### config.mk
export PLATFORM = sky130hd
export DESIGN_NAME = block_rms_current_meter_core
export DESIGN_NICKNAME = d
export VERILOG_FILES = /design/src/hdl/rcm_pkg.sv /design/src/hdl/rcm_serial_mul.sv /design/src/hdl/rcm_div.sv /design/src/hdl/rcm_sqrt.sv /design/src/hdl/block_rms_current_meter_core.sv
export SDC_FILE = /design/constraint.sdc
export NUM_CORES = 1
export LEC_CHECK = 0
export BUFFER_PORTS_ARGS = -buffer_cell sky130_fd_sc_hd__buf_4
export CELL_PAD_IN_SITES_DETAIL_PLACEMENT = 1
export CELL_PAD_IN_SITES_GLOBAL_PLACEMENT = 2
export CORE_ASPECT_RATIO = 0.9
export CORE_MARGIN = 2
export CORE_UTILIZATION = 40
export CTS_CLUSTER_DIAMETER = 30
export CTS_CLUSTER_SIZE = 28
export DETAILED_ROUTE_END_ITERATION = 10
export HOLD_SLACK_MARGIN = 0.05
export PLACE_DENSITY = 0.86
export REMOVE_ABC_BUFFERS = 1
export SYNTH_ARGS = -nofsm -noshare
export SYNTH_HDL_FRONTEND = slang
export SYNTH_SLANG_ARGS = --single-unit
### constraint.sdc
create_clock -name clk -period 4.37 [get_ports clk]
set_input_delay 0.6555 -clock clk [delete_from_list [all_inputs] [get_ports clk]]
set_output_delay 0.6555 -clock clk [all_outputs]
set_load 0.005 [all_outputs]
### src/hdl/rcm_pkg.sv
// Shared constants, types and register indexes of the block RMS current meter.
package rcm_pkg;

  // Sample width default and the fixed widths of the registers and the reading.
  localparam int SAMPLE_BITS_DEF = 16;
  localparam int SUM_GUARD_BITS  = 6;
  localparam int FRAC_BITS       = 16;
  localparam int BLEN_BITS       = 8;
  localparam int GAIN_BITS       = 17;
  localparam int READING_BITS    = 16;
  localparam int SCALE_SHIFT     = 24;

  // Configuration port.
  localparam int CFG_INDEX_BITS = 4;
  localparam int CFG_DATA_BITS  = 32;

  localparam logic [CFG_INDEX_BITS-1:0] CFG_BLOCK_LENGTH = 4'd0;
  localparam logic [CFG_INDEX_BITS-1:0] CFG_OUTPUT_GAIN  = 4'd1;

  // Reset values of the registers: 50 samples per reading and a gain of
  // 0.0125 * 100 / sqrt(2) in Q16.
  localparam logic [BLEN_BITS-1:0] BLOCK_LENGTH_RESET = 8'd50;
  localparam logic [GAIN_BITS-1:0] OUTPUT_GAIN_RESET  = 17'd57926;

  // Status that each serial unit reports to the sequencer.
  typedef struct packed {
    logic busy;
    logic done;
  } unit_stat_t;

  // Sequencer states.
  typedef enum logic [2:0] {
    ST_IDLE,
    ST_SQUARE,
    ST_ENDTEST,
    ST_DIVIDE,
    ST_ROOT,
    ST_SCALE,
    ST_WRITE
  } state_t;

endpackage

### src/hdl/rcm_serial_mul.sv
// Shift-and-add multiplier that consumes one multiplier bit per cycle.
module rcm_serial_mul #(
  parameter int A_BITS = 16,
  parameter int B_BITS = 16,
  parameter int P_BITS = 32
) (
  input  logic                clk,
  input  logic                rst,
  input  logic                start,
  input  logic [A_BITS-1:0]   a,
  input  logic [B_BITS-1:0]   b,
  output rcm_pkg::unit_stat_t stat,
  output logic [P_BITS-1:0]   product
);
  import rcm_pkg::*;

  logic              busy;
  logic              done;
  logic [P_BITS-1:0] mcand;
  logic [B_BITS-1:0] mplier;

  // Control: the unit stops once no set multiplier bit is left.
  always_ff @(posedge clk) begin
    if (rst) begin
      busy <= 1'b0;
      done <= 1'b0;
    end else begin
      done <= 1'b0;
      if (start) begin
        busy <= 1'b1;
      end else if (busy && (mplier[B_BITS-1:1] == '0)) begin
        busy <= 1'b0;
        done <= 1'b1;
      end
    end
  end

  // Datapath: add the shifted multiplicand for each set multiplier bit.
  always_ff @(posedge clk) begin
    if (start) begin
      product <= '0;
      mcand   <= P_BITS'(a);
      mplier  <= b;
    end else if (busy) begin
      if (mplier[0]) begin
        product <= product + mcand;
      end
      mcand  <= {mcand[P_BITS-2:0], 1'b0};
      mplier <= mplier >> 1;
    end
  end

  assign stat.busy = busy;
  assign stat.done = done;

endmodule

### src/hdl/rcm_div.sv
// Restoring divider that produces one quotient bit per cycle.
module rcm_div #(
  parameter int NUM_BITS = 54,
  parameter int DEN_BITS = 8
) (
  input  logic                clk,
  input  logic                rst,
  input  logic                start,
  input  logic [NUM_BITS-1:0] num,
  input  logic [DEN_BITS-1:0] den,
  output rcm_pkg::unit_stat_t stat,
  output logic [NUM_BITS-1:0] quotient
);
  import rcm_pkg::*;

  localparam int CNT_BITS = $clog2(NUM_BITS + 1);

  logic                busy;
  logic                done;
  logic [CNT_BITS-1:0] steps;
  logic [NUM_BITS-1:0] work;
  logic [DEN_BITS-1:0] rem;
  logic [DEN_BITS-1:0] den_hold;
  logic [DEN_BITS:0]   rem_shift;
  logic [DEN_BITS:0]   rem_diff;
  logic                fits;

  // One step: bring down the next dividend bit and try a subtraction.
  assign rem_shift = {rem, work[NUM_BITS-1]};
  assign rem_diff  = rem_shift - {1'b0, den_hold};
  assign fits      = (rem_shift >= {1'b0, den_hold});

  // Control: a fixed number of steps, one per quotient bit.
  always_ff @(posedge clk) begin
    if (rst) begin
      busy  <= 1'b0;
      done  <= 1'b0;
      steps <= '0;
    end else begin
      done <= 1'b0;
      if (start) begin
        busy  <= 1'b1;
        steps <= CNT_BITS'(NUM_BITS);
      end else if (busy) begin
        steps <= steps - 1'b1;
        if (steps == CNT_BITS'(1)) begin
          busy <= 1'b0;
          done <= 1'b1;
        end
      end
    end
  end

  // Datapath: the dividend shifts out at the top while quotient bits shift in.
  always_ff @(posedge clk) begin
    if (start) begin
      work     <= num;
      rem      <= '0;
      den_hold <= den;
    end else if (busy) begin
      work <= {work[NUM_BITS-2:0], fits};
      rem  <= fits ? rem_diff[DEN_BITS-1:0] : rem_shift[DEN_BITS-1:0];
    end
  end

  assign quotient  = work;
  assign stat.busy = busy;
  assign stat.done = done;

endmodule

### src/hdl/rcm_sqrt.sv
// Digit-by-digit floor square root that produces one root bit per cycle.
module rcm_sqrt #(
  parameter int RAD_BITS = 54
) (
  input  logic                  clk,
  input  logic                  rst,
  input  logic                  start,
  input  logic [RAD_BITS-1:0]   radicand,
  output rcm_pkg::unit_stat_t   stat,
  output logic [RAD_BITS/2-1:0] root
);
  import rcm_pkg::*;

  localparam int ROOT_BITS = RAD_BITS / 2;
  localparam int REM_BITS  = ROOT_BITS + 2;
  localparam int CNT_BITS  = $clog2(ROOT_BITS + 1);

  logic                 busy;
  logic                 done;
  logic [CNT_BITS-1:0]  steps;
  logic [RAD_BITS-1:0]  rad;
  logic [REM_BITS-1:0]  rem;
  logic [ROOT_BITS-1:0] res;
  logic [REM_BITS+1:0]  cand;
  logic [REM_BITS+1:0]  trial;
  logic [REM_BITS+1:0]  diff;
  logic                 fits;

  // One step: bring down two radicand bits and test 4*root + 1.
  assign cand  = {rem, rad[RAD_BITS-1:RAD_BITS-2]};
  assign trial = (REM_BITS + 2)'({res, 2'b01});
  assign diff  = cand - trial;
  assign fits  = (cand >= trial);

  // Control: one step per root bit.
  always_ff @(posedge clk) begin
    if (rst) begin
      busy  <= 1'b0;
      done  <= 1'b0;
      steps <= '0;
    end else begin
      done <= 1'b0;
      if (start) begin
        busy  <= 1'b1;
        steps <= CNT_BITS'(ROOT_BITS);
      end else if (busy) begin
        steps <= steps - 1'b1;
        if (steps == CNT_BITS'(1)) begin
          busy <= 1'b0;
          done <= 1'b1;
        end
      end
    end
  end

  // Datapath: the radicand shifts left by two bits a step.
  always_ff @(posedge clk) begin
    if (start) begin
      rad <= radicand;
      rem <= '0;
      res <= '0;
    end else if (busy) begin
      rad <= {rad[RAD_BITS-3:0], 2'b00};
      rem <= fits ? diff[REM_BITS-1:0] : cand[REM_BITS-1:0];
      res <= {res[ROOT_BITS-2:0], fits};
    end
  end

  assign root      = res;
  assign stat.busy = busy;
  assign stat.done = done;

endmodule

### src/hdl/block_rms_current_meter_core.sv
// Block RMS current meter: sum of squares, serial divide, root and gain scaling.
//
// The sample channel takes one signed converter word per accepted transfer
// (sample_valid high, sample_stall low). Each word is squared by a bit-serial
// multiplier and added to the running sum; the sample channel stalls while that
// happens. When the sample count reaches or passes block_length, the sum is
// divided by the count, one quotient bit at a time; its square root is taken,
// one root bit at a time; and the root is scaled by output_gain bit-serially,
// stopping after the last set gain bit. The reading channel holds its word in
// an output register; the next sample is taken while it waits. If reading_stall
// holds the register full when a new reading is ready, the block waits until the
// old word is taken. Reset clears the sum, the count and reading_valid and
// restores the configuration defaults (50 samples, gain 57926). Configuration
// must be written only while no word is in flight; the block itself does not
// enforce this. cfg_ready is always high.
module block_rms_current_meter_core #(
  parameter int SAMPLE_BITS = rcm_pkg::SAMPLE_BITS_DEF
) (
  input  logic                               clk,
  input  logic                               rst,
  input  logic                               sample_valid,
  output logic                               sample_stall,
  input  logic signed [SAMPLE_BITS-1:0]      sample,
  output logic                               reading_valid,
  input  logic                               reading_stall,
  output logic [rcm_pkg::READING_BITS-1:0]   rms_reading,
  input  logic                               cfg_valid,
  output logic                               cfg_ready,
  input  logic [rcm_pkg::CFG_INDEX_BITS-1:0] cfg_index,
  input  logic [rcm_pkg::CFG_DATA_BITS-1:0]  cfg_data
);
  import rcm_pkg::*;

  localparam int SUM_BITS  = 2 * SAMPLE_BITS + SUM_GUARD_BITS;
  localparam int QUO_BITS  = SUM_BITS + FRAC_BITS;
  localparam int ROOT_BITS = QUO_BITS / 2;
  localparam int PROD_MIN  = SCALE_SHIFT + READING_BITS + 1;
  localparam int PROD_BITS = (ROOT_BITS + GAIN_BITS > PROD_MIN) ?
                             (ROOT_BITS + GAIN_BITS) : PROD_MIN;

  state_t state;
  state_t state_next;

  logic [BLEN_BITS-1:0]     block_length;
  logic [GAIN_BITS-1:0]     output_gain;
  logic [SUM_BITS-1:0]      square_sum;
  logic [BLEN_BITS-1:0]     sample_count;

  logic [SAMPLE_BITS-1:0]   sample_u;
  logic [SAMPLE_BITS-1:0]   mag;
  logic                     accept;
  logic                     end_hit;
  logic                     out_free;

  logic                     sq_start;
  logic                     div_start;
  logic                     root_start;
  logic                     mul_start;
  logic                     clear_block;
  logic                     load_reading;

  unit_stat_t               sq_stat;
  unit_stat_t               div_stat;
  unit_stat_t               root_stat;
  unit_stat_t               mul_stat;

  logic [2*SAMPLE_BITS-1:0] sq_prod;
  logic [QUO_BITS-1:0]      mean;
  logic [ROOT_BITS-1:0]     root;
  logic [PROD_BITS-1:0]     mul_prod;
  logic [READING_BITS-1:0]  scaled;

  // Magnitude of the two's complement sample; the most negative code maps to 2^(N-1).
  assign sample_u = sample;
  assign mag      = sample_u[SAMPLE_BITS-1] ?
                    (~sample_u + {{(SAMPLE_BITS-1){1'b0}}, 1'b1}) : sample_u;

  assign accept   = sample_valid && !sample_stall;
  assign end_hit  = (sample_count >= block_length);
  assign out_free = !reading_valid || !reading_stall;

  // Configuration registers keep only their low bits.
  assign cfg_ready = 1'b1;

  always_ff @(posedge clk) begin
    if (rst) begin
      block_length <= BLOCK_LENGTH_RESET;
      output_gain  <= OUTPUT_GAIN_RESET;
    end else if (cfg_valid && cfg_ready) begin
      case (cfg_index)
        CFG_BLOCK_LENGTH: block_length <= cfg_data[BLEN_BITS-1:0];
        CFG_OUTPUT_GAIN:  output_gain  <= cfg_data[GAIN_BITS-1:0];
        default: ;
      endcase
    end
  end

  // Running sum of squares and sample count of the current block.
  always_ff @(posedge clk) begin
    if (rst) begin
      square_sum   <= '0;
      sample_count <= '0;
    end else if (clear_block) begin
      square_sum   <= '0;
      sample_count <= '0;
    end else begin
      if (accept) begin
        sample_count <= sample_count + 1'b1;
      end
      if (sq_stat.done) begin
        square_sum <= square_sum + SUM_BITS'(sq_prod);
      end
    end
  end

  // Sequencer state register.
  always_ff @(posedge clk) begin
    if (rst) begin
      state <= ST_IDLE;
    end else begin
      state <= state_next;
    end
  end

  // Sequencer next state.
  always_comb begin
    state_next = state;
    case (state)
      ST_IDLE:    if (sample_valid) state_next = ST_SQUARE;
      ST_SQUARE:  if (sq_stat.done) state_next = ST_ENDTEST;
      ST_ENDTEST: state_next = end_hit ? ST_DIVIDE : ST_IDLE;
      ST_DIVIDE:  if (div_stat.done) state_next = ST_ROOT;
      ST_ROOT:    if (root_stat.done) state_next = ST_SCALE;
      ST_SCALE:   if (mul_stat.done) state_next = ST_WRITE;
      ST_WRITE:   if (out_free) state_next = ST_IDLE;
      default:    state_next = ST_IDLE;
    endcase
  end

  // Sequencer outputs.
  always_comb begin
    sample_stall = 1'b1;
    sq_start     = 1'b0;
    div_start    = 1'b0;
    clear_block  = 1'b0;
    root_start   = 1'b0;
    mul_start    = 1'b0;
    load_reading = 1'b0;
    case (state)
      ST_IDLE: begin
        sample_stall = 1'b0;
        sq_start     = sample_valid;
      end
      ST_ENDTEST: begin
        div_start   = end_hit;
        clear_block = end_hit;
      end
      ST_DIVIDE: root_start   = div_stat.done;
      ST_ROOT:   mul_start    = root_stat.done;
      ST_WRITE:  load_reading = out_free;
      default: ;
    endcase
  end

  // Squaring of the sample magnitude.
  rcm_serial_mul #(
    .A_BITS (SAMPLE_BITS),
    .B_BITS (SAMPLE_BITS),
    .P_BITS (2 * SAMPLE_BITS)
  ) u_square (
    .clk     (clk),
    .rst     (rst),
    .start   (sq_start),
    .a       (mag),
    .b       (mag),
    .stat    (sq_stat),
    .product (sq_prod)
  );

  // Mean square in Q16: sum * 2^16 / count.
  rcm_div #(
    .NUM_BITS (QUO_BITS),
    .DEN_BITS (BLEN_BITS)
  ) u_div (
    .clk      (clk),
    .rst      (rst),
    .start    (div_start),
    .num      ({square_sum, {FRAC_BITS{1'b0}}}),
    .den      (sample_count),
    .stat     (div_stat),
    .quotient (mean)
  );

  // RMS in Q8.
  rcm_sqrt #(
    .RAD_BITS (QUO_BITS)
  ) u_sqrt (
    .clk      (clk),
    .rst      (rst),
    .start    (root_start),
    .radicand (mean),
    .stat     (root_stat),
    .root     (root)
  );

  // Gain scaling of the root.
  rcm_serial_mul #(
    .A_BITS (ROOT_BITS),
    .B_BITS (GAIN_BITS),
    .P_BITS (PROD_BITS)
  ) u_scale (
    .clk     (clk),
    .rst     (rst),
    .start   (mul_start),
    .a       (root),
    .b       (output_gain),
    .stat    (mul_stat),
    .product (mul_prod)
  );

  // Drop the fraction and saturate to the reading width.
  assign scaled = (mul_prod[PROD_BITS-1:SCALE_SHIFT+READING_BITS] != '0) ?
                  '1 : mul_prod[SCALE_SHIFT +: READING_BITS];

  // Output register of the reading channel.
  always_ff @(posedge clk) begin
    if (rst) begin
      reading_valid <= 1'b0;
    end else if (load_reading) begin
      reading_valid <= 1'b1;
    end else if (!reading_stall) begin
      reading_valid <= 1'b0;
    end
  end

  always_ff @(posedge clk) begin
    if (load_reading) begin
      rms_reading <= scaled;
    end
  end

`ifndef SYNTHESIS
  // The serial units never run at the same time.
  assert property (@(posedge clk) disable iff (rst)
    $onehot0({sq_stat.busy, div_stat.busy, root_stat.busy, mul_stat.busy}))
    else $error("more than one serial unit busy");

  // The block state is cleared as soon as a closing word enters the divider.
  assert property (@(posedge clk) disable iff (rst)
    (state == ST_DIVIDE) |-> (square_sum == '0 && sample_count == '0))
    else $error("sum or count not cleared at block end");

  // The divider and the scaler finish only while the sequencer waits for them.
  assert property (@(posedge clk) disable iff (rst)
    div_stat.done |-> (state == ST_DIVIDE))
    else $error("divider finished outside its state");

  assert property (@(posedge clk) disable iff (rst)
    mul_stat.done |-> (state == ST_SCALE))
    else $error("scaler finished outside its state");

  // A new reading appears only from the write step.
  assert property (@(posedge clk) disable iff (rst)
    $rose(reading_valid) |-> ($past(state) == ST_WRITE))
    else $error("reading raised outside the write step");
`endif

endmodule

==> results of run 1 <==
## stage by stage
stage          hold WS (ps)  setup TNS, ps  area (um2)  utilization, %  power (mW)
5_1_grt                 209              0       31100            47.6        15.4
4_1_cts                 192              0       31100            47.6        14.9
3_5_place_dp            453              0       27400            42.0        6.74
2_1_floorplan           426        -155960       25600               -        6.25
3_3_place_gp            446              0       27400            42.0        6.67
6_report                233              0       31100            47.6        14.8
## kinds of logic after synthesis
kind of cell / share of synthesized area [%]
buf+inv: 3.73
simple gates: 18.7
xor+xnor: 4.50
flops: 43.5
mux: 4.37
fa+ha+maj: 7.79
other cells: 0.0143
compound gates: 17.4
## worst max-delay path by stage
stage / end / slack (ps) / cells past startpoint / from
4_1_cts: u_square.product[26]$_SDFFE_PP0P_ / 890 / 12 / u_square.mcand[0]$_SDFFCE_PN0P_
5_1_grt: u_square.product[26]$_SDFFE_PP0P_ / 660 / 12 / u_square.mcand[0]$_SDFFCE_PN0P_
3_3_place_gp: u_square.product[26]$_SDFFE_PP0P_ / 970 / 12 / u_square.mcand[0]$_SDFFCE_PN0P_
3_5_place_dp: u_square.product[26]$_SDFFE_PP0P_ / 900 / 12 / u_square.mcand[0]$_SDFFCE_PN0P_
2_1_floorplan: u_div.quotient[16]$_DFFE_PP_ / -1860 / 11 / sample_count[0]$_SDFFE_PP0P_
6_report: u_square.product[26]$_SDFFE_PP0P_ / 870 / 12 / u_square.mcand[0]$_SDFFCE_PN0P_
## state kept, by name (all words and copies together), names as in the netlist, 16 cells and up
register / flops
rms_reading: 16
u_scale.product: 44
output_gain: 17
u_sqrt.rad: 54
u_sqrt.rem: 29
u_square.product: 32
u_square.mplier: 16
square_sum: 38
u_scale.mcand: 44
u_scale.mplier: 17
u_square.mcand: 32
u_div.quotient: 54
u_sqrt.root: 27
## synth_stat cells, types with 4 or more instances
| master | instances | area share, % |
|---|---|---|
| mux2i_1 | 110 | 4.2 |
| a31oi_1 | 30 | 0.71 |
| or2_2 | 6 | 0.14 |
| and4_1 | 5 | 0.17 |
| and3_1 | 21 | 0.50 |
| a21oi_1 | 229 | 4.4 |
| o31ai_1 | 13 | 0.37 |
| nand4_1 | 24 | 0.57 |
| a21boi_0 | 5 | 0.14 |
| nand2b_1 | 34 | 0.81 |
| or4_1 | 5 | 0.14 |
| a21o_1 | 84 | 2.4 |
| a311oi_1 | 6 | 0.20 |
| o21bai_1 | 13 | 0.37 |
| o21a_1 | 33 | 0.94 |
| o22ai_1 | 4 | 0.095 |
| fa_1 | 4 | 0.31 |
| xnor2_1 | 88 | 2.9 |
| a31o_2 | 8 | 0.27 |
| inv_1 | 94 | 1.3 |
| edfxtp_1 | 192 | 22 |
| a41o_1 | 4 | 0.15 |
| a211o_1 | 11 | 0.37 |
| o31a_1 | 6 | 0.20 |
| a221o_1 | 4 | 0.15 |
| a32oi_1 | 6 | 0.20 |
| nor2b_1 | 24 | 0.57 |
| xor2_1 | 47 | 1.6 |
| nor2_1 | 262 | 3.7 |
| and2_1 | 10 | 0.24 |
| ha_1 | 157 | 7.5 |
| o211ai_1 | 8 | 0.23 |
| clkbuf_1 | 115 | 1.6 |
| nand3b_1 | 12 | 0.34 |
| nand3_1 | 44 | 0.84 |
| nor4_1 | 18 | 0.43 |
| nand2_1 | 588 | 8.4 |
| o21ai_0 | 188 | 3.6 |
| or3_1 | 13 | 0.31 |
| a211oi_1 | 37 | 1.1 |
| nor3_1 | 39 | 0.74 |
| dfxtp_1 | 283 | 22 |
| buf_1 | 15 | 0.21 |
## cell type report
cell class | instances | area (um2) | share of cell area [%]
multi-input cells | 2267 | 13900 | 44.7
well taps | 864 | 1080 | 3.48
inverters | 94 | 353 | 1.14
clock buffers | 121 | 2720 | 8.75
flip-flops and latches | 475 | 11400 | 36.8
repair buffers | 89 | 668 | 2.15
clock inverters | 78 | 945 | 3.04
## tightest hold or removal path, cell delays in order
cell	delay, ps
buf_4	80
nand2_1	40
nand3b_1	70
## metal layers
layer | vias to the layer above | GRT usage (%) | part of all wire, %
li1 | 10700 | - | -
met1 | 10300 | 24.2 | 45
met2 | 228 | 36.7 | 50
met3 | 130 | 3.04 | 2.4
met4 | 0 | 6.91 | 2.7
met5 | - | 0 | 0
## layout by cell type (no fill, tap or decap), types with 8 or more instances in the layout
cell | synthesis | layout
edfxtp_1 | 192 | 192
o211ai_1 | 8 | 8
nor2_1 | 262 | 262
nand2_1 | 588 | 588
or3_1 | 13 | 13
inv_1 | 94 | 93
dfxtp_1 | 283 | 280
clkbuf_1 | 115 | 14
a21oi_1 | 229 | 228
buf_4 | 3 | 89
clkinvlp_4 | 0 | 14
o21ai_0 | 188 | 188
a31oi_1 | 30 | 30
bufinv_16 | 0 | 16
and2_1 | 10 | 9
nand4_1 | 24 | 24
mux2i_1 | 110 | 110
clkinv_2 | 0 | 21
nand3_1 | 44 | 42
o31ai_1 | 13 | 13
o21a_1 | 33 | 33
nor4_1 | 18 | 16
a31o_2 | 8 | 8
and3_1 | 21 | 19
nand3b_1 | 12 | 12
clkbuf_16 | 0 | 106
nor2b_1 | 24 | 23
xor2_1 | 47 | 47
ha_1 | 157 | 157
clkinv_1 | 0 | 8
a211oi_1 | 37 | 37
nand2b_1 | 34 | 34
o21bai_1 | 13 | 12
a21o_1 | 84 | 84
xnor2_1 | 88 | 88
a211o_1 | 11 | 11
nor3_1 | 39 | 39
## power by group through the flow
stage / combinational, mW / clock (mW) / sequential, mW
global placement: 1.66 / 0 / 5.01
finish: 1.74 / 8.08 / 4.94
detailed placement: 1.72 / 0 / 5.02
global route: 1.95 / 8.47 / 4.96
CTS: 1.74 / 8.25 / 4.94
floorplan: 1.28 / 0 / 4.97
==> report_table.html, run 1 <==
<table>
<tr><th>Metric</th><th>Value</th></tr>
<tr><th colspan="2">Layout</th></tr>
<tr><td>Post-layout nets</td><td>roughly 3.3k</td></tr>
<tr><td>Area growth from synthesis to layout</td><td>18.4%</td></tr>
<tr><td>Filler cell count</td><td>7516</td></tr>
<tr><td>Final non-filler cell total</td><td>between 3k and 4k</td></tr>
<tr><td>Antenna Cells</td><td>0</td></tr>
<tr><td>Fraction of final layout cells sized beyond drive strength 1</td><td>just over 10%</td></tr>
<tr><th colspan="2">Power</th></tr>
<tr><td>Leak Pwr</td><td>12.6 nW</td></tr>
<tr><td>Cell internal power dissipation</td><td>10.9 mW</td></tr>
<tr><td>Sequential group share of total power</td><td>between 30 and 40%</td></tr>
<tr><td>Sw Ratio</td><td>about 26%</td></tr>
<tr><td>Power density cells</td><td>approximately 470 nW/um2</td></tr>
<tr><td>Proportion of power drawn by combinational gates</td><td>11.8%</td></tr>
<tr><td>Net switching power</td><td>3.81 mW</td></tr>
<tr><td>Portion of total power attributed to the clock network</td><td>between 50% and 60%</td></tr>
<tr><td>Max VDD drop</td><td>between 0.3 and 0.4 mV</td></tr>
<tr><th colspan="2">Floorplanning</th></tr>
<tr><td>Die width</td><td>approximately 270 um</td></tr>
<tr><td>FP Rows</td><td>89</td></tr>
<tr><td>Effective utilization at floorplan</td><td>40.2%</td></tr>
<tr><td>Die Ht</td><td>247 um</td></tr>
<tr><td>Total die area</td><td>a little under 70000 um2</td></tr>
<tr><td>Core footprint</td><td>65300 um2</td></tr>
<tr><td># IOs</td><td>76</td></tr>
<tr><th colspan="2">Worst setup path</th></tr>
<tr><td>Worst path bufs/invs</td><td>0</td></tr>
<tr><td>Ordered cell list for the critical path</td><td>ha_1 -&gt; fa_1 -&gt; a211oi_1 -&gt; o211a_1 -&gt; o31ai_1 -&gt; a221o_1 -&gt; a41oi_1 -&gt; a21oi_1 -&gt; a21oi_1 -&gt; xnor2_1 -&gt; nand2_1 -&gt; a21oi_1</td></tr>
<tr><td>Critical Path Most Common Cell</td><td>a21oi_1</td></tr>
<tr><td>Arrival time worst endpoint</td><td>4070 ps</td></tr>
<tr><td>Max Fanout on Critical Path</td><td>4</td></tr>
<tr><td>Master of the slowest instance on the critical path</td><td>fa_1</td></tr>
<tr><td>Delay of the slowest cell on the worst path</td><td>440 ps</td></tr>
<tr><td>End of the worst register-to-register path</td><td>u_square.product[26]$_SDFFE_PP0P_</td></tr>
<tr><td>Setup crit start kind</td><td>flip-flop</td></tr>
<tr><td>Crit end category</td><td>flip-flop</td></tr>
<tr><td>Worst setup path class</td><td>flip-flop to flip-flop</td></tr>
<tr><td>Worst Path Required</td><td>around 5000 ps</td></tr>
<tr><td>R2R depth</td><td>12</td></tr>
<tr><td>R2r setup slk</td><td>870 ps</td></tr>
<tr><td>Critical register-to-register path startpoint</td><td>u_square.mcand[0]$_SDFFCE_PN0P_</td></tr>
<tr><td>Kind of cell with the highest combined delay on the critical path</td><td>compound AO/OA/AOI/OAI gates</td></tr>
<tr><th colspan="2">Timing</th></tr>
<tr><td>Worst slew margin relative to its limit</td><td>15.8%</td></tr>
<tr><td>Count of endpoints failing setup in the final report</td><td>0</td></tr>
<tr><td>Number of hold violations in the final report</td><td>0</td></tr>
<tr><td>Setup repair after global routing missed its margin</td><td>false</td></tr>
<tr><td>Actual slew at the worst max-slew pin</td><td>1250 ps</td></tr>
<tr><td>Clock period minus final worst setup slack</td><td>between 3000 and 4000 ps</td></tr>
<tr><td>Total count of max-transition violations in the final report</td><td>0</td></tr>
<tr><td>Fmax</td><td>0.285 GHz</td></tr>
<tr><td>Worst Skew</td><td>22.9 ps</td></tr>
<tr><td>Setup slack after layout</td><td>approximately 870 ps</td></tr>
<tr><td>Part of the cycle the worst path needs</td><td>80.2%</td></tr>
<tr><th colspan="2">Global routing</th></tr>
<tr><td>GR Util All Layers</td><td>20.2%</td></tr>
<tr><td>Wire length of the first global-routing pass</td><td>113 mm</td></tr>
<tr><td>Largest net degree at the start of global routing</td><td>72</td></tr>
<tr><td>Number of antenna violations at the first check in global routing</td><td>1</td></tr>
<tr><td>Global-route congestion overflow total</td><td>0</td></tr>
<tr><td>Vias in the first global route</td><td>22.7k</td></tr>
<tr><th colspan="2">Clocking</th></tr>
<tr><td>Post-CTS Setup Inserts</td><td>0</td></tr>
<tr><td>Source-to-sink clock delay at the later pin of the worst-skew pair</td><td>640 ps</td></tr>
<tr><td>Clock root buffer</td><td>clkbuf_16</td></tr>
<tr><td>CTS tree</td><td>built</td></tr>
<tr><td>Hold-fix buffer count after cts</td><td>0</td></tr>
<tr><td>TritonCTS Buffers</td><td>105</td></tr>
<tr><td>Number of instances resized during post-cts repair</td><td>0</td></tr>
<tr><td>H-Tree Depth</td><td>3</td></tr>
<tr><td>Maximum clock insertion buffer count</td><td>3</td></tr>
<tr><td>Register clock-pin slew on the reported worst setup and hold paths</td><td>50 ps</td></tr>
<tr><td>TritonCTS Sinks</td><td>475</td></tr>
<tr><th colspan="2">Route</th></tr>
<tr><td>Average routed wire per standard cell</td><td>about 17 um</td></tr>
<tr><td>Detailed Route WL</td><td>68.1 mm</td></tr>
<tr><td>Mean number of vias per cell</td><td>5.35</td></tr>
<tr><td>Via Count</td><td>21.4k</td></tr>
<tr><td>Final antenna-violating net count</td><td>0</td></tr>
<tr><td>First drt pass iteration count</td><td>4</td></tr>
<tr><td>Violation count after the first detailed-route iteration</td><td>between 800 and 900</td></tr>
<tr><td>Remaining design rule violation count</td><td>0</td></tr>
<tr><th colspan="2">Min path</th></tr>
<tr><td>Type of the worst min-delay path</td><td>input pin to flip-flop</td></tr>
<tr><td>End point of the worst hold path</td><td>output_gain[9]$_SDFFE_PP1P_</td></tr>
<tr><td>HP Start</td><td>cfg_data[9]</td></tr>
<tr><td>Worst hold stages</td><td>3</td></tr>
<tr><th colspan="2">Placement</th></tr>
<tr><td>Half-perimeter wire length after placement</td><td>47.2 mm</td></tr>
<tr><td>Cells after DPL</td><td>3789</td></tr>
<tr><td>Pre-CTS setup slack</td><td>about 900 ps</td></tr>
<tr><td>Weighted congestion reported at the end of routability-driven placement</td><td>0.852</td></tr>
<tr><td>Buffers added on ports</td><td>59</td></tr>
<tr><th colspan="2">Yosys</th></tr>
<tr><td>Asr flop ratio synth</td><td>0%</td></tr>
<tr><td>Number of synthesized flops with an enable pin</td><td>between 150 and 200</td></tr>
<tr><td>Post-synth top flop</td><td>dfxtp_1</td></tr>
<tr><td>Per-instance average area after synthesis</td><td>8.81 um2</td></tr>
<tr><td>Warnings from Yosys</td><td>0</td></tr>
<tr><td>Sequential cell area fraction in the yosys report</td><td>between 40% and 50%</td></tr>
<tr><td>Number of library cell types mapped by synthesis</td><td>between 90 and 100</td></tr>
<tr><td>Netlist Area Pre-Place</td><td>26300 um2</td></tr>
<tr><td>Post-Syn Instances</td><td>2980</td></tr>
<tr><td>Synth Register Bits</td><td>475</td></tr>
<tr><th colspan="2">Outcome</th></tr>
<tr><td>Result of the run</td><td>completed</td></tr>
<tr><th colspan="2">Flow run</th></tr>
<tr><td>Reported max-cap violation count</td><td>0</td></tr>
</table>
Note: power is estimated with default switching activity, not from simulation.
==> run 2, diff against run 1 <==
==> constraint.sdc (replaced) <==
create_clock -name clk -period 3.4 [get_ports clk]
set_input_delay 0.51 -clock clk [delete_from_list [all_inputs] [get_ports clk]]
set_output_delay 0.51 -clock clk [all_outputs]
set_load 0.005 [all_outputs]
==> run 2 against run 1 <==
Against the previous run: non-clock buffer count grew 35; largest power group unchanged; fmax rose by 8.1%; highest routed layer unchanged; register-to-register slack got worse by 710 ps.
==> report_table.html, run 2 (synthesis gave the netlist of run 1 again) <==
<table>
<tr><th>Metric</th><th>Value</th></tr>
<tr><th colspan="2">Timing</th></tr>
<tr><td>Worst hold slack across all endpoints</td><td>just under 90 ps</td></tr>
<tr><td>Actual slew at the worst max-slew pin</td><td>1020 ps</td></tr>
<tr><td>Part of the cycle the worst path needs</td><td>95.3%</td></tr>
<tr><td>Worst slew margin relative to its limit</td><td>a little under a third</td></tr>
<tr><td>Clock period minus final worst setup slack</td><td>3240 ps</td></tr>
<tr><td>Count of endpoints failing setup in the final report</td><td>0</td></tr>
<tr><td>Total count of max-transition violations in the final report</td><td>0</td></tr>
<tr><td>Setup repair after global routing missed its margin</td><td>false</td></tr>
<tr><td>Worst Skew</td><td>roughly 28 ps</td></tr>
<tr><td>Post-route setup TNS</td><td>0 ps</td></tr>
<tr><td>Number of hold violations in the final report</td><td>0</td></tr>
<tr><td>Fmax</td><td>a little over 0.3 GHz</td></tr>
<tr><th colspan="2">Floorplanning</th></tr>
<tr><td>Die Ht</td><td>247 um</td></tr>
<tr><td>Total die area</td><td>just under 70000 um2</td></tr>
<tr><td>Effective utilization at floorplan</td><td>40.2%</td></tr>
<tr><td>Core footprint</td><td>between 60000 and 70000 um2</td></tr>
<tr><td>FP Rows</td><td>89</td></tr>
<tr><td># IOs</td><td>76</td></tr>
<tr><td>Die width</td><td>274 um</td></tr>
<tr><th colspan="2">Worst setup path</th></tr>
<tr><td>R2r setup slk</td><td>around 160 ps</td></tr>
<tr><td>Kind of cell with the highest combined delay on the critical path</td><td>compound AO/OA/AOI/OAI gates</td></tr>
<tr><td>Arrival time worst endpoint</td><td>3800 ps</td></tr>
<tr><td>Setup crit start kind</td><td>flip-flop</td></tr>
<tr><td>Worst setup path class</td><td>flip-flop to flip-flop</td></tr>
<tr><td>Worst path bufs/invs</td><td>2</td></tr>
<tr><td>Delay of the slowest cell on the worst path</td><td>between 400 and 500 ps</td></tr>
<tr><td>Worst Path Required</td><td>3960 ps</td></tr>
<tr><td>Max Fanout on Critical Path</td><td>3</td></tr>
<tr><td>Crit end category</td><td>flip-flop</td></tr>
<tr><td>Ordered cell list for the critical path</td><td>ha_1 -&gt; fa_1 -&gt; a211oi_2 -&gt; buf_4 -&gt; o211a_1 -&gt; o31ai_2 -&gt; a221o_1 -&gt; a41oi_2 -&gt; buf_4 -&gt; nand2b_1 -&gt; a21oi_1 -&gt; xnor2_1 -&gt; nand2_1 -&gt; a21oi_1</td></tr>
<tr><td>Master of the slowest instance on the critical path</td><td>edfxtp_1</td></tr>
<tr><th colspan="2">Global routing</th></tr>
<tr><td>Number of antenna violations at the first check in global routing</td><td>0</td></tr>
<tr><td>Largest net degree at the start of global routing</td><td>73</td></tr>
<tr><td>Wire length of the first global-routing pass</td><td>115 mm</td></tr>
<tr><td>GR Util All Layers</td><td>20.4%</td></tr>
<tr><td>Global-route congestion overflow total</td><td>0</td></tr>
<tr><td>Vias in the first global route</td><td>23.3k</td></tr>
<tr><th colspan="2">Layout</th></tr>
<tr><td>Filler cell count</td><td>7551</td></tr>
<tr><td>Share of the core filled with cells in the final layout</td><td>48.4%</td></tr>
<tr><td>Area growth from synthesis to layout</td><td>20.3%</td></tr>
<tr><td>Antenna Cells</td><td>0</td></tr>
<tr><td>Post-layout nets</td><td>approximately 3.3k</td></tr>
<tr><td>Most common cell after layout, fill and taps aside</td><td>nand2_1</td></tr>
<tr><td>Final design area excluding fillers</td><td>31600 um2</td></tr>
<tr><td>Fraction of final layout cells sized beyond drive strength 1</td><td>11.7%</td></tr>
<tr><td>Commonest cells after routing, fill and taps aside</td><td>nand2_1, dfxtp_1, nor2_1, a21oi_1, edfxtp_1</td></tr>
<tr><th colspan="2">Outcome</th></tr>
<tr><td>Result of the run</td><td>completed</td></tr>
<tr><th colspan="2">Route</th></tr>
<tr><td>Detailed Route WL</td><td>68.5 mm</td></tr>
<tr><td>Final antenna-violating net count</td><td>0</td></tr>
<tr><td>Via Count</td><td>21.5k</td></tr>
<tr><td>First drt pass iteration count</td><td>5</td></tr>
<tr><td>Remaining design rule violation count</td><td>0</td></tr>
<tr><td>Mean number of vias per cell</td><td>5.33</td></tr>
<tr><td>Average routed wire per standard cell</td><td>between 15 and 20 um</td></tr>
<tr><td>Violation count after the first detailed-route iteration</td><td>881</td></tr>
<tr><th colspan="2">Power</th></tr>
<tr><td>Cell internal power dissipation</td><td>around 14 mW</td></tr>
<tr><td>Sequential group share of total power</td><td>32.9%</td></tr>
<tr><td>Portion of total power attributed to the clock network</td><td>55.0%</td></tr>
<tr><td>Power density cells</td><td>612 nW/um2</td></tr>
<tr><td>Sw Ratio</td><td>25.4%</td></tr>
<tr><td>Leak Pwr</td><td>12.9 nW</td></tr>
<tr><td>Max VDD drop</td><td>0.390 mV</td></tr>
<tr><td>Proportion of power drawn by combinational gates</td><td>between 10% and 20%</td></tr>
<tr><td>Net switching power</td><td>around 4.9 mW</td></tr>
<tr><th colspan="2">Clocking</th></tr>
<tr><td>Maximum clock insertion buffer count</td><td>3</td></tr>
<tr><td>Clock root buffer</td><td>clkbuf_16</td></tr>
<tr><td>H-Tree Depth</td><td>3</td></tr>
<tr><td>TritonCTS Buffers</td><td>106</td></tr>
<tr><td>Register clock-pin slew on the reported worst setup and hold paths</td><td>50 ps</td></tr>
<tr><td>CTS tree</td><td>built</td></tr>
<tr><td>Hold-fix buffer count after cts</td><td>0</td></tr>
<tr><td>TritonCTS Sinks</td><td>475</td></tr>
<tr><td>Source-to-sink clock delay at the later pin of the worst-skew pair</td><td>approximately 650 ps</td></tr>
<tr><th colspan="2">Flow run</th></tr>
<tr><td>Reported max-cap violation count</td><td>0</td></tr>
<tr><th colspan="2">Placement</th></tr>
<tr><td>Half-perimeter wire length after placement</td><td>slightly below 50 mm</td></tr>
<tr><td>Cell area reported after detailed placement</td><td>27700 um2</td></tr>
<tr><td>Weighted congestion reported at the end of routability-driven placement</td><td>0.876</td></tr>
<tr><td>Buffers added on ports</td><td>59</td></tr>
<tr><th colspan="2">Min path</th></tr>
<tr><td>Type of the worst min-delay path</td><td>input pin to flip-flop</td></tr>
</table>
## run 2: power groups by stage
stage               combinational, mW  sequential, mW  clock [mW]
floorplan                        1.64            6.39           0
global placement                 2.22            6.44           0
detailed placement               2.30            6.45           0
CTS                              2.33            6.35        10.8
global route                     2.61            6.37        11.1
finish                           2.34            6.35        10.6
## run 2: worst paths after layout
| kind | from | end | cells after the start |
|---|---|---|---|
| hold / removal | cfg_data[14] | output_gain[14]$_SDFFE_PP1P_ | 3 |
| hold reg to reg | output_gain[8]$_SDFFE_PP0P_ | output_gain[8]$_SDFFE_PP0P_ | 2 |
| setup / recovery | u_square.mcand[0]$_SDFFCE_PN0P_ | u_square.product[24]$_SDFFE_PP0P_ | 14 |
| setup reg to reg | u_square.mcand[0]$_SDFFCE_PN0P_ | u_square.product[24]$_SDFFE_PP0P_ | 14 |
## run 2: repair_timing
item                       in CTS  in global routing
resized for setup               0                  8
setup buffers                   0                  2
setup endpoints to repair       0                 11
## run 2: through the flow
stage	power, mW	setup slack, ps	instances
after floorplan	8.03	-2830	2836
after global placement	8.65	118	3822
after detailed placement	8.75	67.0	3822
after CTS	19.5	18.6	4022
after global routing	20.1	2.22	4024
final	19.3	159	4024
## run 2: area by class of cell
type | instances | area [um2] | area share, %
Timing Repair Buffer | 124 | 981 | 3.11
Sequential cell | 475 | 11400 | 36.2
Clock inverter | 63 | 783 | 2.48
Tap cell | 864 | 1080 | 3.42
Multi-Input combinational cell | 2267 | 13900 | 44.1
Clock buffer | 137 | 3020 | 9.57
Inverter | 94 | 353 | 1.12
## run 2: metal layers
| layer | share of wire [%] | up-vias | track usage, % | routed length [um] |
|---|---|---|---|---|
| li1 | - | 10700 | - | - |
| met1 | 45 | 10400 | 24.2 | 30700 |
| met2 | 51 | 212 | 37.6 | 34700 |
| met3 | 2.7 | 103 | 3.52 | 1830 |
| met4 | 1.8 | 0 | 5.47 | 1220 |
| met5 | 0 | - | 0 | 0 |
## run 2: worst reg2reg max path: stages, from the launching register on
cell and delay, ps:
edfxtp_1 410, ha_1 240, fa_1 410, a211oi_2 230
buf_4 150, o211a_1 200, o31ai_2 130, a221o_1 360
a41oi_2 250, buf_4 150, nand2b_1 60, a21oi_1 200
xnor2_1 150, nand2_1 70, a21oi_1 160
==> run 3, diff against run 2 <==
--- a/config.mk
+++ b/config.mk
@@ -17,6 +17,7 @@
 export HOLD_SLACK_MARGIN = 0.05
 export PLACE_DENSITY = 0.86
 export REMOVE_ABC_BUFFERS = 1
+export SETUP_SLACK_MARGIN = 0.2
 export SYNTH_ARGS = -nofsm -noshare
 export SYNTH_HDL_FRONTEND = slang
 export SYNTH_SLANG_ARGS = --single-unit
==> run 3 against run 2 <==
Against the previous run: die area stayed put; critical path depth is 3 lower; hold slack hardly changed; flip-flop and latch count stayed put; sequential power hardly changed; combinational power is 2% higher.
==> report_table.html, run 3 (synthesis gave the netlist of run 1 again) <==
<table>
<tr><th>Metric</th><th>Value</th></tr>
<tr><th colspan="2">Outcome</th></tr>
<tr><td>Result of the run</td><td>completed</td></tr>
<tr><th colspan="2">Placement</th></tr>
<tr><td>Cell area reported after detailed placement</td><td>27700 um2</td></tr>
<tr><td>Pre-CTS setup slack</td><td>67.0 ps</td></tr>
<tr><td>Weighted congestion reported at the end of routability-driven placement</td><td>around 0.88</td></tr>
<tr><td>Cells after DPL</td><td>3822</td></tr>
<tr><td>Buffers added on ports</td><td>59</td></tr>
<tr><td>Half-perimeter wire length after placement</td><td>48.2 mm</td></tr>
<tr><th colspan="2">Timing</th></tr>
<tr><td>Fmax</td><td>0.323 GHz</td></tr>
<tr><td>Part of the cycle the worst path needs</td><td>between 90% and 100%</td></tr>
<tr><td>Number of hold violations in the final report</td><td>0</td></tr>
<tr><td>Worst slew margin relative to its limit</td><td>between 30% and 40%</td></tr>
<tr><td>Count of endpoints failing setup in the final report</td><td>0</td></tr>
<tr><td>Clock period minus final worst setup slack</td><td>3090 ps</td></tr>
<tr><td>Total count of max-transition violations in the final report</td><td>0</td></tr>
<tr><td>Setup repair after global routing missed its margin</td><td>true</td></tr>
<tr><td>Setup slack after layout</td><td>306 ps</td></tr>
<tr><td>Post-route setup TNS</td><td>0 ps</td></tr>
<tr><td>Worst Skew</td><td>27.4 ps</td></tr>
<tr><td>Actual slew at the worst max-slew pin</td><td>between 900 and 1000 ps</td></tr>
<tr><th colspan="2">Floorplanning</th></tr>
<tr><td># IOs</td><td>76</td></tr>
<tr><td>Effective utilization at floorplan</td><td>roughly 40%</td></tr>
<tr><td>Total die area</td><td>67700 um2</td></tr>
<tr><td>Die Ht</td><td>247 um</td></tr>
<tr><td>Die width</td><td>between 200 and 300 um</td></tr>
<tr><td>Core footprint</td><td>65300 um2</td></tr>
<tr><td>FP Rows</td><td>89</td></tr>
<tr><th colspan="2">Power</th></tr>
<tr><td>Max VDD drop</td><td>0.389 mV</td></tr>
<tr><td>Net switching power</td><td>just under 5 mW</td></tr>
<tr><td>Leak Pwr</td><td>12.9 nW</td></tr>
<tr><td>Power density cells</td><td>609 nW/um2</td></tr>
<tr><td>Sequential group share of total power</td><td>approximately a third</td></tr>
<tr><td>Portion of total power attributed to the clock network</td><td>54.9%</td></tr>
<tr><td>Sw Ratio</td><td>25.5%</td></tr>
<tr><td>Cell internal power dissipation</td><td>14.4 mW</td></tr>
<tr><td>Proportion of power drawn by combinational gates</td><td>12.3%</td></tr>
<tr><th colspan="2">Route</th></tr>
<tr><td>Average routed wire per standard cell</td><td>17.1 um</td></tr>
<tr><td>Final antenna-violating net count</td><td>0</td></tr>
<tr><td>Via Count</td><td>roughly 22k</td></tr>
<tr><td>Violation count after the first detailed-route iteration</td><td>871</td></tr>
<tr><td>Remaining design rule violation count</td><td>0</td></tr>
<tr><td>Mean number of vias per cell</td><td>5.34</td></tr>
<tr><td>First drt pass iteration count</td><td>5</td></tr>
<tr><td>Detailed Route WL</td><td>slightly below 70 mm</td></tr>
<tr><th colspan="2">Layout</th></tr>
<tr><td>Antenna Cells</td><td>0</td></tr>
<tr><td>Share of the core filled with cells in the final layout</td><td>between 40% and 50%</td></tr>
<tr><td>Area growth from synthesis to layout</td><td>21.1%</td></tr>
<tr><td>Commonest cells after routing, fill and taps aside</td><td>nand2_1, dfxtp_1, nor2_1, a21oi_1, edfxtp_1</td></tr>
<tr><td>Final design area excluding fillers</td><td>31800 um2</td></tr>
<tr><td>Fraction of final layout cells sized beyond drive strength 1</td><td>12.6%</td></tr>
<tr><td>Final non-filler cell total</td><td>4026</td></tr>
<tr><td>Most common cell after layout, fill and taps aside</td><td>nand2_1</td></tr>
<tr><td>Post-layout nets</td><td>3288</td></tr>
<tr><th colspan="2">Worst setup path</th></tr>
<tr><td>Setup crit start kind</td><td>flip-flop</td></tr>
<tr><td>R2r setup slk</td><td>310 ps</td></tr>
<tr><td>Max Fanout on Critical Path</td><td>17</td></tr>
<tr><td>Crit end category</td><td>flip-flop</td></tr>
<tr><td>Worst Path Required</td><td>3970 ps</td></tr>
<tr><td>Arrival time worst endpoint</td><td>3660 ps</td></tr>
<tr><td>Worst setup path class</td><td>flip-flop to flip-flop</td></tr>
<tr><th colspan="2">Global routing</th></tr>
<tr><td>GR Layer Usage met3</td><td>3.51%</td></tr>
<tr><td>GR Util All Layers</td><td>20.4%</td></tr>
<tr><td>M2 GR Usage</td><td>between 30% and 40%</td></tr>
<tr><td>Highest-utilization routing layer at the global route stage</td><td>met2</td></tr>
<tr><td>Vias in the first global route</td><td>23.3k</td></tr>
<tr><td>Largest net degree at the start of global routing</td><td>73</td></tr>
<tr><td>Met1 track utilization from global routing</td><td>about a quarter</td></tr>
<tr><td>Wire length of the first global-routing pass</td><td>115 mm</td></tr>
<tr><td>Global-route congestion overflow total</td><td>0</td></tr>
<tr><td>Number of antenna violations at the first check in global routing</td><td>0</td></tr>
<tr><th colspan="2">Clocking</th></tr>
<tr><td>H-Tree Depth</td><td>3</td></tr>
<tr><td>Clock root buffer</td><td>clkbuf_16</td></tr>
<tr><td>TritonCTS Sinks</td><td>roughly 480</td></tr>
<tr><td>Maximum clock insertion buffer count</td><td>3</td></tr>
<tr><td>CTS tree</td><td>built</td></tr>
<tr><td>Register clock-pin slew on the reported worst setup and hold paths</td><td>approximately 50 ps</td></tr>
<tr><td>Hold-fix buffer count after cts</td><td>0</td></tr>
<tr><td>Source-to-sink clock delay at the later pin of the worst-skew pair</td><td>650 ps</td></tr>
<tr><td>TritonCTS Buffers</td><td>approximately 110</td></tr>
<tr><th colspan="2">Min path</th></tr>
<tr><td>Type of the worst min-delay path</td><td>input pin to flip-flop</td></tr>
<tr><th colspan="2">Flow run</th></tr>
<tr><td>Reported max-cap violation count</td><td>0</td></tr>
</table>
-- run 3: cell types whose count changed in the layout (fill, tap and decap cells not counted), sizes merged --
| cell | before | now |
|---|---|---|
| buf | 124 | 126 |
-- run 3: repair_timing --
item / in CTS / in global routing
resized for setup: 9 / 38
buffers inserted: 1 / 3
setup endpoints to repair: 11 / 79
cloned: 0 / 0
pin swaps: 3 / 11
-- run 3: path summary, 6_finish.rpt --
check | endpoint | cells after the start | startpoint
min reg2reg | output_gain[8]$_SDFFE_PP0P_ | 2 | output_gain[8]$_SDFFE_PP0P_
min | output_gain[14]$_SDFFE_PP1P_ | 3 | cfg_data[14]
max | u_sqrt.rem[10]$_SDFFE_PP0P_ | 11 | u_sqrt.root[11]$_SDFFE_PP0P_
max reg2reg | u_sqrt.rem[10]$_SDFFE_PP0P_ | 11 | u_sqrt.root[11]$_SDFFE_PP0P_
-- run 3: metal layers --
metal | routed length, um | part of all wire, %
met3 | 1900 | 2.8
met2 | 34900 | 51
met4 | 1290 | 1.9
met5 | 0 | 0
met1 | 30800 | 45
-- run 3: area by class of cell --
cell class	instances	area (um2)
Clock buffer	137	3020
Clock inverter	63	783
Fill cell	7532	33500
Inverter	94	353
Multi-Input combinational cell	2267	14100
Sequential cell	475	11400
Tap cell	864	1080
Timing Repair Buffer	126	996
-- run 3: power groups by stage --
stage | Clock (mW) | Sequential, mW | Combinational [mW]
floorplan | 0 | 6.39 | 1.64
global placement | 0 | 6.44 | 2.22
detailed placement | 0 | 6.45 | 2.30
CTS | 10.8 | 6.35 | 2.36
global route | 11.1 | 6.37 | 2.66
finish | 10.6 | 6.35 | 2.39
-- run 3: critical path: stages (launching register included) --
cell and delay (ps):
dfxtp_1 360, inv_1 110, ha_2 420, a211o_1 220
o22ai_2 130, or3_1 400, o21ba_4 260, nor2_2 150
nor2_4 70, buf_12 150, or4_1 550, a31oi_2 200
-- run 3: stage by stage --
step                      power (mW)  hold slack, ps
final                           19.4            87.3
after global routing            20.2            77.9
after CTS                       19.5            51.3
after detailed placement        8.75             452
after global placement          8.65             445
after floorplan                 8.03             426
